==> src/rtl/mfp_pkg.sv <==
`timescale 1ns / 1ps
// Shared types, constants and the CRC-8 step for the message frame parser.
// No dependencies; the classifier, parser and top-level files import this package.
package mfp_pkg;

	// Default queue depths: the front queue and the result queue
	localparam int unsigned InQueueDepth  = 4;
	localparam int unsigned OutQueueDepth = 2;

	// Frame marker characters
	localparam logic [7:0] ChStart  = 8'h24; // '$'
	localparam logic [7:0] ChV1     = 8'h4D; // 'M'
	localparam logic [7:0] ChV2     = 8'h58; // 'X'
	localparam logic [7:0] ChDirReq = 8'h3C; // '<'
	localparam logic [7:0] ChDirRsp = 8'h3E; // '>'
	localparam logic [7:0] ChDirErr = 8'h21; // '!'

	localparam logic [7:0] CrcPoly  = 8'hD5;
	localparam logic [7:0] ByteMask = 8'hFF;

	// Direction codes carried in the records
	localparam logic [1:0] DirReq = 2'd0;
	localparam logic [1:0] DirRsp = 2'd1;
	localparam logic [1:0] DirErr = 2'd2;

	// Version codes
	localparam logic [1:0] VerOne = 2'd1;
	localparam logic [1:0] VerTwo = 2'd2;

	// Record kinds
	localparam logic KindData = 1'b0;
	localparam logic KindEnd  = 1'b1;

	// Byte classes found by the front end
	typedef enum logic [2:0] {
		CLS_OTHER,
		CLS_START,
		CLS_V1,
		CLS_V2,
		CLS_DIR_REQ,
		CLS_DIR_RSP,
		CLS_DIR_ERR
	} byte_class_t;

	// One classified byte as it waits for the parser
	typedef struct packed {
		logic [7:0]  data;
		byte_class_t cls;
	} cls_item_t;

	// One result record
	typedef struct packed {
		logic        kind;
		logic [7:0]  data_byte;
		logic [15:0] byte_index;
		logic [1:0]  version;
		logic [1:0]  direction;
		logic [15:0] code;
		logic [15:0] size;
		logic        ok;
	} record_t;

	// CRC-8, MSB first, one byte per call
	function automatic logic [7:0] crc8_update(input logic [7:0] crc, input logic [7:0] b);
		logic [7:0] c;
		c = (crc ^ b) & ByteMask;
		for (int k = 0; k < 8; k++) begin
			c = c[7] ? ({c[6:0], 1'b0} ^ CrcPoly) : {c[6:0], 1'b0};
		end
		return c;
	endfunction

endpackage

==> src/rtl/mfp_queue.sv <==
`timescale 1ns / 1ps
// Small first-in first-out queue with a full/empty handshake on both sides.
// Depends on nothing but its parameters; used for the front and result queues.
module mfp_queue #(
	parameter int unsigned WIDTH = 8,
	parameter int unsigned DEPTH = 4
) (
	input  logic             clk,
	input  logic             arst_n,
	input  logic             push,
	input  logic [WIDTH-1:0] wdata,
	output logic             full,
	input  logic             pop,
	output logic [WIDTH-1:0] rdata,
	output logic             empty
);

	localparam int unsigned AW = (DEPTH > 1) ? $clog2(DEPTH) : 1;
	localparam int unsigned CW = $clog2(DEPTH + 1);
	localparam logic [AW-1:0] LastAddr = AW'(DEPTH - 1);
	localparam logic [CW-1:0] FullCount = CW'(DEPTH);

	logic [WIDTH-1:0] mem_q [DEPTH];
	logic [AW-1:0]    wr_ptr_q;
	logic [AW-1:0]    rd_ptr_q;
	logic [CW-1:0]    count_q;
	logic             push_ok;
	logic             pop_ok;

	assign full    = (count_q == FullCount);
	assign empty   = (count_q == '0);
	assign push_ok = push && !full;
	assign pop_ok  = pop && !empty;
	assign rdata   = mem_q[rd_ptr_q];

	// Store an accepted request
	always_ff @(posedge clk) begin
		if (push_ok) begin
			mem_q[wr_ptr_q] <= wdata;
		end
	end

	// Advance pointers and track the fill level
	always_ff @(posedge clk or negedge arst_n) begin
		if (!arst_n) begin
			wr_ptr_q <= '0;
			rd_ptr_q <= '0;
			count_q  <= '0;
		end else begin
			if (push_ok) begin
				wr_ptr_q <= (wr_ptr_q == LastAddr) ? '0 : wr_ptr_q + AW'(1);
			end
			if (pop_ok) begin
				rd_ptr_q <= (rd_ptr_q == LastAddr) ? '0 : rd_ptr_q + AW'(1);
			end
			if (push_ok && !pop_ok) begin
				count_q <= count_q + CW'(1);
			end else if (pop_ok && !push_ok) begin
				count_q <= count_q - CW'(1);
			end
		end
	end

`ifndef SYNTHESIS
	a_count_bound: assert property (@(posedge clk) disable iff (!arst_n)
		count_q <= FullCount)
		else $error("queue fill level beyond depth");
	a_count_up: assert property (@(posedge clk) disable iff (!arst_n)
		push_ok && !pop_ok |=> count_q == $past(count_q) + CW'(1))
		else $error("queue fill level did not rise on push");
	a_ptr_track: assert property (@(posedge clk) disable iff (!arst_n)
		push_ok && pop_ok |=> count_q == $past(count_q))
		else $error("queue fill level moved on push with pop");
`endif

endmodule

==> src/rtl/mfp_classify.sv <==
`timescale 1ns / 1ps
// Front end: sorts each received byte into a marker class for the parser.
// Depends on mfp_pkg for the marker characters and the class type.
module mfp_classify import mfp_pkg::*; (
	input  logic [7:0] rx_byte,
	output cls_item_t  item
);

	// Decode the marker characters
	always_comb begin
		item.data = rx_byte;
		unique case (rx_byte)
			ChStart:  item.cls = CLS_START;
			ChV1:     item.cls = CLS_V1;
			ChV2:     item.cls = CLS_V2;
			ChDirReq: item.cls = CLS_DIR_REQ;
			ChDirRsp: item.cls = CLS_DIR_RSP;
			ChDirErr: item.cls = CLS_DIR_ERR;
			default:  item.cls = CLS_OTHER;
		endcase
	end

endmodule

==> src/rtl/mfp_parser.sv <==
`timescale 1ns / 1ps
// Back end: frame state machine, XOR checksum and CRC-8, record building.
// Depends on mfp_pkg for the class and record types and crc8_update.
module mfp_parser import mfp_pkg::*; (
	input  logic      clk,
	input  logic      arst_n,
	input  logic      item_valid,
	input  cls_item_t item,
	output logic      item_pop,
	input  logic      rec_full,
	output logic      rec_push,
	output record_t   rec
);

	typedef enum logic [13:0] {
		PH_IDLE     = 14'b00000000000001,
		PH_PROTO    = 14'b00000000000010,
		PH_DIR      = 14'b00000000000100,
		PH_V1_LEN   = 14'b00000000001000,
		PH_V1_CODE  = 14'b00000000010000,
		PH_V1_DATA  = 14'b00000000100000,
		PH_V1_CHECK = 14'b00000001000000,
		PH_V2_FLAG  = 14'b00000010000000,
		PH_V2_CODEL = 14'b00000100000000,
		PH_V2_CODEH = 14'b00001000000000,
		PH_V2_LENL  = 14'b00010000000000,
		PH_V2_LENH  = 14'b00100000000000,
		PH_V2_DATA  = 14'b01000000000000,
		PH_V2_CHECK = 14'b10000000000000
	} phase_t;

	phase_t      phase_q, phase_n;
	logic        v2_q, v2_n;
	logic [1:0]  dir_q, dir_n;
	logic [15:0] code_q, code_n;
	logic [15:0] size_q, size_n;
	logic [15:0] count_q, count_n;
	logic [7:0]  xor_q, xor_n;
	logic [7:0]  crc_q, crc_n;
	logic        fire;
	logic [7:0]  b;
	logic [7:0]  crc_step;
	logic [15:0] count_inc;
	logic [15:0] size_hi;

	// Take a byte only when a result slot is free
	assign fire      = item_valid && !rec_full;
	assign item_pop  = fire;
	assign b         = item.data;
	assign crc_step  = crc8_update(crc_q, b);
	assign count_inc = count_q + 16'd1;
	assign size_hi   = {b, size_q[7:0]};

	// Next state and record for the byte at the head of the queue
	always_comb begin
		phase_n  = phase_q;
		v2_n     = v2_q;
		dir_n    = dir_q;
		code_n   = code_q;
		size_n   = size_q;
		count_n  = count_q;
		xor_n    = xor_q;
		crc_n    = crc_q;
		rec_push = 1'b0;
		rec.kind       = KindData;
		rec.data_byte  = b;
		rec.byte_index = count_q;
		rec.version    = v2_q ? VerTwo : VerOne;
		rec.direction  = dir_q;
		rec.code       = code_q;
		rec.size       = size_q;
		rec.ok         = 1'b0;
		unique case (phase_q)
			PH_IDLE: begin
				if (item.cls == CLS_START) begin
					phase_n = PH_PROTO;
				end
			end
			PH_PROTO: begin
				if (item.cls == CLS_V1) begin
					v2_n    = 1'b0;
					phase_n = PH_DIR;
				end else if (item.cls == CLS_V2) begin
					v2_n    = 1'b1;
					phase_n = PH_DIR;
				end else begin
					phase_n = PH_IDLE;
				end
			end
			PH_DIR: begin
				phase_n = v2_q ? PH_V2_FLAG : PH_V1_LEN;
				unique case (item.cls)
					CLS_DIR_REQ: dir_n = DirReq;
					CLS_DIR_RSP: dir_n = DirRsp;
					CLS_DIR_ERR: dir_n = DirErr;
					default:     phase_n = PH_IDLE;
				endcase
			end
			PH_V1_LEN: begin
				size_n  = {8'd0, b};
				xor_n   = b;
				count_n = '0;
				phase_n = PH_V1_CODE;
			end
			PH_V1_CODE: begin
				code_n  = {8'd0, b};
				xor_n   = xor_q ^ b;
				phase_n = (size_q == '0) ? PH_V1_CHECK : PH_V1_DATA;
			end
			PH_V1_DATA, PH_V2_DATA: begin
				rec_push = fire;
				if (phase_q == PH_V1_DATA) begin
					xor_n = xor_q ^ b;
				end else begin
					crc_n = crc_step;
				end
				count_n = count_inc;
				if (count_inc == size_q) begin
					phase_n = (phase_q == PH_V1_DATA) ? PH_V1_CHECK : PH_V2_CHECK;
				end
			end
			PH_V1_CHECK, PH_V2_CHECK: begin
				rec_push      = fire;
				rec.kind      = KindEnd;
				rec.data_byte = '0;
				rec.ok        = (phase_q == PH_V1_CHECK) ? (b == xor_q) : (b == crc_q);
				phase_n       = PH_IDLE;
			end
			PH_V2_FLAG: begin
				crc_n   = crc8_update(8'd0, b);
				phase_n = PH_V2_CODEL;
			end
			PH_V2_CODEL: begin
				code_n  = {8'd0, b};
				crc_n   = crc_step;
				phase_n = PH_V2_CODEH;
			end
			PH_V2_CODEH: begin
				code_n  = {b, code_q[7:0]};
				crc_n   = crc_step;
				phase_n = PH_V2_LENL;
			end
			PH_V2_LENL: begin
				size_n  = {8'd0, b};
				crc_n   = crc_step;
				phase_n = PH_V2_LENH;
			end
			PH_V2_LENH: begin
				size_n  = size_hi;
				crc_n   = crc_step;
				count_n = '0;
				phase_n = (size_hi == '0) ? PH_V2_CHECK : PH_V2_DATA;
			end
			default: begin
				phase_n = PH_IDLE;
			end
		endcase
	end

	// Advance the frame state on each consumed byte
	always_ff @(posedge clk or negedge arst_n) begin
		if (!arst_n) begin
			phase_q <= PH_IDLE;
			v2_q    <= 1'b0;
			dir_q   <= '0;
			code_q  <= '0;
			size_q  <= '0;
			count_q <= '0;
			xor_q   <= '0;
			crc_q   <= '0;
		end else if (fire) begin
			phase_q <= phase_n;
			v2_q    <= v2_n;
			dir_q   <= dir_n;
			code_q  <= code_n;
			size_q  <= size_n;
			count_q <= count_n;
			xor_q   <= xor_n;
			crc_q   <= crc_n;
		end
	end

`ifndef SYNTHESIS
	a_end_to_idle: assert property (@(posedge clk) disable iff (!arst_n)
		fire && rec_push && rec.kind == KindEnd |=> phase_q == PH_IDLE)
		else $error("parser did not return to idle after frame end");
	a_count_step: assert property (@(posedge clk) disable iff (!arst_n)
		fire && rec_push && rec.kind == KindData |=> count_q == $past(count_q) + 16'd1)
		else $error("payload count did not advance on a payload byte");
	a_push_space: assert property (@(posedge clk) disable iff (!arst_n)
		rec_push && fire |-> !rec_full)
		else $error("record pushed into a full result queue");
	a_hold_stall: assert property (@(posedge clk) disable iff (!arst_n)
		!fire |=> phase_q == $past(phase_q) && count_q == $past(count_q))
		else $error("parser state moved without a consumed byte");
`endif

endmodule

==> src/rtl/msp_frame_parser.sv <==
`timescale 1ns / 1ps
// Frame parser top level: classifier, front queue, parser, result queue.
// Path: front queue, parser, result queue; a record is on the ports while empty is low.
// Throughput: one byte per cycle while results are popped; the parser takes a byte
// from the front queue whenever the result queue has a free slot.
// Reset: arst_n clears both queues and returns the parser to idle at once.
// Depends on mfp_pkg, mfp_classify, mfp_queue and mfp_parser.
module msp_frame_parser import mfp_pkg::*; #(
	parameter int unsigned IN_DEPTH  = InQueueDepth,
	parameter int unsigned OUT_DEPTH = OutQueueDepth
) (
	input  logic        clk,
	input  logic        arst_n,
	input  logic        push,
	output logic        full,
	input  logic [7:0]  rx_byte,
	output logic        empty,
	input  logic        pop,
	output logic        record_kind,
	output logic [7:0]  data_byte,
	output logic [15:0] byte_index,
	output logic [1:0]  frame_version,
	output logic [1:0]  frame_direction,
	output logic [15:0] message_code,
	output logic [15:0] payload_size,
	output logic        check_ok
);

	cls_item_t in_item;
	cls_item_t head_item;
	logic      head_empty;
	logic      head_pop;
	logic      rec_full;
	logic      rec_push;
	record_t   rec_in;
	record_t   rec_out;

	// Classify the incoming byte
	mfp_classify u_classify (
		.rx_byte (rx_byte),
		.item    (in_item)
	);

	// Hold classified bytes between front and back
	mfp_queue #(
		.WIDTH ($bits(cls_item_t)),
		.DEPTH (IN_DEPTH)
	) u_in_queue (
		.clk    (clk),
		.arst_n (arst_n),
		.push   (push),
		.wdata  (in_item),
		.full   (full),
		.pop    (head_pop),
		.rdata  (head_item),
		.empty  (head_empty)
	);

	// Parse frames
	mfp_parser u_parser (
		.clk        (clk),
		.arst_n     (arst_n),
		.item_valid (!head_empty),
		.item       (head_item),
		.item_pop   (head_pop),
		.rec_full   (rec_full),
		.rec_push   (rec_push),
		.rec        (rec_in)
	);

	// Hold finished records for the consumer
	mfp_queue #(
		.WIDTH ($bits(record_t)),
		.DEPTH (OUT_DEPTH)
	) u_out_queue (
		.clk    (clk),
		.arst_n (arst_n),
		.push   (rec_push),
		.wdata  (rec_in),
		.full   (rec_full),
		.pop    (pop),
		.rdata  (rec_out),
		.empty  (empty)
	);

	assign record_kind     = rec_out.kind;
	assign data_byte       = rec_out.data_byte;
	assign byte_index      = rec_out.byte_index;
	assign frame_version   = rec_out.version;
	assign frame_direction = rec_out.direction;
	assign message_code    = rec_out.code;
	assign payload_size    = rec_out.size;
	assign check_ok        = rec_out.ok;

endmodule
==> config.mk <==
export PLATFORM = sky130hd
export DESIGN_NAME = msp_frame_parser
export DESIGN_NICKNAME = d
export VERILOG_FILES = /design/src/rtl/mfp_pkg.sv /design/src/rtl/mfp_queue.sv /design/src/rtl/mfp_classify.sv /design/src/rtl/mfp_parser.sv /design/src/rtl/msp_frame_parser.sv
export SDC_FILE = /design/constraint.sdc
export NUM_CORES = 1
export LEC_CHECK = 0
export ABC_CLOCK_PERIOD_IN_PS = 10750
export BUFFER_PORTS_ARGS = -buffer_cell sky130_fd_sc_hd__buf_4
export CAP_MARGIN = 25
export CORE_UTILIZATION = 50
export CTS_CLUSTER_SIZE = 20
export DETAILED_ROUTE_END_ITERATION = 10
export GPL_ROUTABILITY_DRIVEN = 0
export PLACE_DENSITY_LB_ADDON = 0.15
export SLEW_MARGIN = 20
export SYNTH_ARGS = -nofsm -noshare
export SYNTH_HDL_FRONTEND = slang
export SYNTH_SLANG_ARGS = --single-unit
==> constraint.sdc <==
create_clock -name clk -period 10.75 [get_ports clk]
set_input_delay 1.6125 -clock clk [delete_from_list [all_inputs] [get_ports clk]]
set_output_delay 1.6125 -clock clk [all_outputs]
set_load 0.05 [all_outputs]
==> impl_metrics.toml, run 1 <==
[run_status]
status = "complete, no violations"

[routing]
drt-pass1-iter-count = 5
vias = 7575
viasPerCell = 5.64
drt_iter0_markers = 490
post_drt_wl_per_cell_microns = 18.3
finalWirelength_microns = 24600
ant_nets = 0
remaining_drc_errors = 0

[logic_synthesis]
yosysWarningCount = 0
synth_cells = 937
synth-edff-count = 168
async_flop_share = 0.354
yosysSeqAreaShare = 0.613
netlist_area_sq_mm = 0.0120
synth_ff_type = "edfxtp_1"
synth_top_area_cell = "edfxtp_1"
yosys.area.top_type_share = 0.421
avgSynthCellArea_sq_um = 12.8
syn-num-nets = 959
synth_area_leaders = "edfxtp_1 42%, dfrtp_1 19%, mux2_2 6.4%"
synth_cell_types = 66
ys_ff_latch = 260

[cts]
clock_latency_ns = 0.54
cts_buffers = 27
cts_tree = "done"
ctsRootBufferMaster = "clkbuf_16"
cts.sinks = 260
htree_levels = 1
clk_path_buf_depth = 3
holdBufCountCts = 0
cts_resized = 0
post_cts_buffers = 0
path_clk_slew_ns = 0.06

[timing]
setup_viol_count_final = 0
rsz0062_at_grt = "no"
fin_crit_sh = 0.388
slew_violations = 0
setup_ws_ns = 6.58
slew_headroom = 0.333
worstMarginPinSlew_ns = 1.00
fin_tns_setup_ns = 0
clock_skew_ns = 0.0197
timing.fmax_ghz = 0.240
layout_min_cycle_time_ns = 4.17
hold_viol = 0
hold_slack_ns = 0.460

[global_route]
gr-usage-met3 = 0.0263
overflow = 0
grt_pass1_wl_microns = 40000
grt_max_degree = 63
antenna_found_initial = 0
met2_usage = 0.345
grt_busiest_layer = "met2"
grtUsageTotal = 0.211
met1_usage = 0.296
grt_pass1_vias = 7446

[layout]
stdcell_area_sq_mm = 0.0137
finalNonFillerCells = 1344
diodes = 0
drive_above_1_share = 0.220
final_nets = 1026
syn2layout_area_growth_pct = 14.5

[critical_path]
critPathTopFamily = "simple AND/OR/NAND/NOR gates"
critical_path_class = "flip-flop to flip-flop"
path_max_fanout = 36
slowest_delay_ns = 0.70
end_kind = "flip-flop"
crit_required_ns = 10.93
crit_chain = "or4_1, nor3_1, nand4b_1, nand2b_1, o21ai_0, inv_1, and2_2, buf_4"
crit_arrival_ns = 4.35
startpoint_type = "flip-flop"
slowest_stage = "or4_1"
crit_buf_inv = 2

[place]
dpl_worst_slack_ns = 6.58
dp_hpwl_microns = 16300
dp.cells = 1294
placed_cell_area_sq_mm = 0.0128
io_buffer_count = 75

[worst_hold_path]
hp-class = "flip-flop to flip-flop"

[floorplanning]
rows = 56
die_area_sq_mm = 0.0246
die_h_microns = 157
start_util = 0.510
die_x_microns = 157
pin_count = 76
coreArea_sq_mm = 0.0235

[run]
maxCapViolCount = 0

[power_and_ir_drop]
leakagePower_uw = 0.00510
peakVddDrop_v = 0.000161
power_density_mw_per_mm2 = 268
[logic make-up (layout without fill, tap and decap cells)]
family | after synthesis | after routing | share of synthesized area
AO/OA/AOI/OAI | 159 | 159 | 0.0815
buffers and inverters | 63 | 151 | 0.0212
multiplexers | 85 | 85 | 0.0896
AND/OR/NAND/NOR | 276 | 276 | 0.122
adder cells (fa/ha/maj) | 10 | 10 | 0.0111
XOR/XNOR | 84 | 84 | 0.0614
flip-flops | 260 | 260 | 0.613
[cell usage after synthesis, types with 7 or more instances]
cell type,number
o31ai_1,12
nand2_1,66
buf_2,7
nand2b_1,13
a21oi_1,24
and2_1,10
ha_1,9
a31oi_1,7
nand4b_1,7
mux2_2,68
xor2_1,26
inv_1,14
dfrtp_1,91
clkbuf_1,30
nor3_1,15
buf_1,9
mux4_2,11
xnor2_1,58
edfxtp_1,168
nand3_1,32
nor4_1,13
nand4_1,13
o21ai_0,77
nor2_1,58
[through the flow]
step,total power (uW),utilization
global placement,2780,0.547
floorplan,2410,-
CTS,3710,0.584
detailed placement,2780,0.547
finish,3670,0.584
global route,3870,0.584
[routing by layer]
| metal | up-vias | share of wire |
|---|---|---|
| met5 | - | 0 |
| met4 | 0 | 0.021 |
| met3 | 41 | 0.048 |
| met2 | 193 | 0.48 |
| met1 | 3729 | 0.45 |
| li1 | 3612 | - |
[cells in the final DEF, fill, tap and decap left out, drive strengths merged, types with 6 or more instances in the layout]
cell	n
nor4	15
inv	15
nand4b	7
or4	6
nor3	15
mux2i	6
dfrtp	91
xnor2	58
clkinv	10
nand2	66
nor3b	6
nand3	33
nand4	13
nor2	58
ha	9
edfxtp	168
buf	87
xor2	26
and3	6
clkbuf	35
a21oi	24
and2	10
o31ai	12
nand2b	13
mux2	68
o21ai	79
mux4	11
a31oi	7
[report_power, final]
group	internal (uW)	switching (uW)	total (uW)
registers	1160	55.0	1210
logic	590	953	1540
clock network	541	377	918
[worst register-to-register path, cell delays in order (launching register included)]
cell and delay, ns:
dfrtp_1 0.44, or4_1 0.70, nor3_1 0.31, nand4b_1 0.24
nand2b_1 0.42, o21ai_0 0.36, inv_1 0.16, and2_2 0.64
buf_4 0.54
[flip-flops by register name, indices dropped and copies added, names as in the netlist]
signal and flops:
u_in_queue.count_q 3, u_in_queue.mem_q 44, u_in_queue.rd_ptr_q 2, u_in_queue.wr_ptr_q 2
u_out_queue.count_q 2, u_out_queue.mem_q 124, u_out_queue.rd_ptr_q 1, u_out_queue.wr_ptr_q 1
u_parser.code_q 16, u_parser.count_q 16, u_parser.crc_q 8, u_parser.dir_q 2
u_parser.phase_q 14, u_parser.size_q 16, u_parser.v2_q 1, u_parser.xor_q 8
[final timing paths]
check                                          from                        to  slack [ns]  cells after the start
worst max-delay path            u_parser.phase_q[9]  u_out_queue.mem_q[1][21]        6.58                      8
worst min-delay path            u_parser.code_q[10]  u_out_queue.mem_q[1][27]        0.46                      0
worst max register to register  u_parser.phase_q[9]  u_out_queue.mem_q[1][21]        6.58                      8
worst min register to register  u_parser.code_q[10]  u_out_queue.mem_q[1][27]        0.46                      0
max in group asynchronous                    arst_n      u_out_queue.rd_ptr_q        8.52                      2
min in group asynchronous                    arst_n         u_parser.xor_q[5]        1.10                      1
[layout make-up]
class | instances | area (sq um)
clock buffers | 35 | 716
clock inverters | 15 | 155
fillers | 1939 | 9760
inverters | 14 | 52.6
multi-input cells | 614 | 4390
flip-flops and latches | 260 | 7350
well taps | 319 | 399
repair buffers | 87 | 653
(Power assumes the default switching activity.)
==> run 2: changes to the inputs <==
- ABC_AREA: not set -> 1
- ABC_CLOCK_PERIOD_IN_PS: 10750 -> 4100
- clock period: 10.75 -> 4.1 ns (I/O delays scaled with it)
==> impl_metrics.toml, run 2 <==
[routing]
finalWirelength_microns = 26300
ant_nets = 0
vias = 8894
drt_iter0_markers = 502
viasPerCell = 5.21
remaining_drc_errors = 0
drt-pass1-iter-count = 5
post_drt_wl_per_cell_microns = 15.4

[global_route]
grt_pass1_vias = 8531
antenna_found_initial = 0
grt_pass1_wl_microns = 43400
grt_max_degree = 66
overflow = 0
grtUsageTotal = 0.212

[critical_path]
worstRegToRegCells = 10
path_max_fanout = 36
end_kind = "flip-flop"
r2r_end = "u_out_queue.mem_q[0][36]"
reg2reg_from = "u_parser.phase_q[2]"
startpoint_type = "flip-flop"
crit_arrival_ns = 3.42
critical_path_class = "flip-flop to flip-flop"
regToRegSetupSlack_ns = 0.89
crit_required_ns = 4.31

[power_and_ir_drop]
peakVddDrop_v = 0.000561
power_density_mw_per_mm2 = 853
leakagePower_uw = 0.00616

[logic_synthesis]
yosysSeqAreaShare = 0.591
synth_top_area_cell = "edfxtp_1"
synth_ff_type = "edfxtp_1"
async_flop_share = 0.354
netlist_area_sq_mm = 0.0124
syn-num-nets = 1302
synth_cells = 1280
synth_most_common_cell = "nand2_1"
avgSynthCellArea_sq_um = 9.71
synth-edff-count = 168
yosysWarningCount = 0
synth_common_cells = "445 x nand2_1, 168 x edfxtp_1, 96 x inv_1"
synth_area_leaders = "edfxtp_1 41%, dfrtp_1 18%, nand2_1 13%"
yosys.area.top_type_share = 0.406
synth_cell_types = 53
ys_ff_latch = 260

[cts]
cts.sinks = 260
ctsRootBufferMaster = "clkbuf_16"
htree_levels = 1
clk_path_buf_depth = 3
holdBufCountCts = 0
cts_resized = 0
post_cts_buffers = 0
clock_latency_ns = 0.53
cts_buffers = 26
path_clk_slew_ns = 0.06
cts_tree = "done"

[place]
dp.cells = 1658
dp_hpwl_microns = 17500
io_buffer_count = 75

[layout]
fillers = 2081
layout_common_cells = "445 x nand2_1, 168 x edfxtp_1, 96 x inv_1"
finalNonFillerCells = 1707
seqCellArea_sq_mm = 0.00735
syn2layout_area_growth_pct = 14.0
multi_input_area_sq_mm = 0.00447
final_util = 0.582
reg_top3 = "u_out_queue.mem_q x124, u_in_queue.mem_q x44"
drive_above_1_share = 0.161
largest_register_ffs = 124
mostFrequentLayoutCell = "nand2_1"
diodes = 0
largest-register = "u_out_queue.mem_q"
final_nets = 1385

[timing]
slew_violations = 0
clock_skew_ns = 0.0149
rsz0062_at_grt = "no"
setup_viol_count_final = 0
layout_min_cycle_time_ns = 3.21
slew_headroom = 0.400
fin_crit_sh = 0.783
fin_tns_setup_ns = 0
worstMarginPinSlew_ns = 0.900
timing.fmax_ghz = 0.311
hold_viol = 0

[floorplanning]
die_area_sq_mm = 0.0255
die_x_microns = 160
coreArea_sq_mm = 0.0243
die_h_microns = 160
pin_count = 76
start_util = 0.511
rows = 57

[worst_hold_path]
hp-class = "primary input to async pin"

[run_status]
status = "complete, no violations"

[run]
maxCapViolCount = 0
## run 2: cell types whose count changed in the layout (fill, tap and decap cells not counted), sizes merged, moves of 10 or more
cell / delta
inv: +94
mux4: -11
nand2: +420
nand4: +10
o22ai: +11
nor2: +26
nand2b: -13
o31ai: -11
mux2: -68
xnor2: -34
and2: -10
nand3: +45
o21ai: -19
## run 2: worst max path at each step
stage	start	endpoint	cells past startpoint
after floorplan	u_parser.phase_q[9]	u_out_queue.mem_q[1][0]	9
after global placement	u_parser.phase_q[2]	u_out_queue.mem_q[0][17]	10
after detailed placement	u_parser.phase_q[2]	u_out_queue.mem_q[0][14]	10
after CTS	u_parser.phase_q[2]	u_out_queue.mem_q[0][53]	10
after global routing	u_parser.phase_q[2]	u_out_queue.mem_q[0][36]	10
final	u_parser.phase_q[2]	u_out_queue.mem_q[0][36]	10
## run 2: per-stage QoR
stage                     power, uW  cell area, sq um  worst slack (ns)  hold WS, ns
final                         12100             14200             0.889        0.196
after global routing          13000             14200             0.517        0.282
after CTS                     12200             14200             0.918        0.244
after detailed placement       9870             13300             0.917        0.461
after global placement         9800             13300              1.00        0.450
after floorplan                8420             12400             0.440        0.319
## run 2: cell type report
cell class | count | area share
flip-flops and latches | 260 | 0.519
inverters | 110 | 0.0293
clock inverters | 9 | 0.00556
clock buffers | 39 | 0.0530
repair buffers | 89 | 0.0489
well taps | 324 | 0.0286
multi-input cells | 876 | 0.316
## run 2: cells by family (layout without fill, tap and decap cells)
group,after synthesis,count (layout),synth area share
AOI/OAI and AO/OA,105,105,0.0482
xor gates and xnor gates,51,51,0.0406
adders and majority gates,10,10,0.0107
buffers and inverters,144,247,0.0507
DFF,260,260,0.591
muxes,1,1,0.000805
and+or+nand+nor,709,709,0.258
## run 2: critical path: stages, from the launching register on
cell and delay [ns]:
dfrtp_1 0.39, nor2_1 0.15, inv_1 0.07, nor2_1 0.18, nand2_1 0.17, nor4_1 0.44
inv_1 0.08, nand2_1 0.32, o21ai_0 0.33, nor2_4 0.44, buf_12 0.29
## run 2: per-layer routing
| metal | up-vias | wire length, microns | GRT usage |
|---|---|---|---|
| met1 | 4205 | 11700 | 0.284 |
| li1 | 4418 | - | - |
| met3 | 51 | 1320 | 0.0317 |
| met5 | - | 0 | 0 |
| met4 | 0 | 616 | 0.0559 |
| met2 | 220 | 12700 | 0.361 |
## run 2: power breakdown
part | total [uW] | leakage (uW) | internal [uW] | switching (uW)
clock network | 2290 | 0.000409 | 1330 | 957
logic | 6450 | 0.00299 | 1950 | 4500
registers | 3350 | 0.00276 | 3150 | 207
total | 12100 | 0.00616 | 6430 | 5660
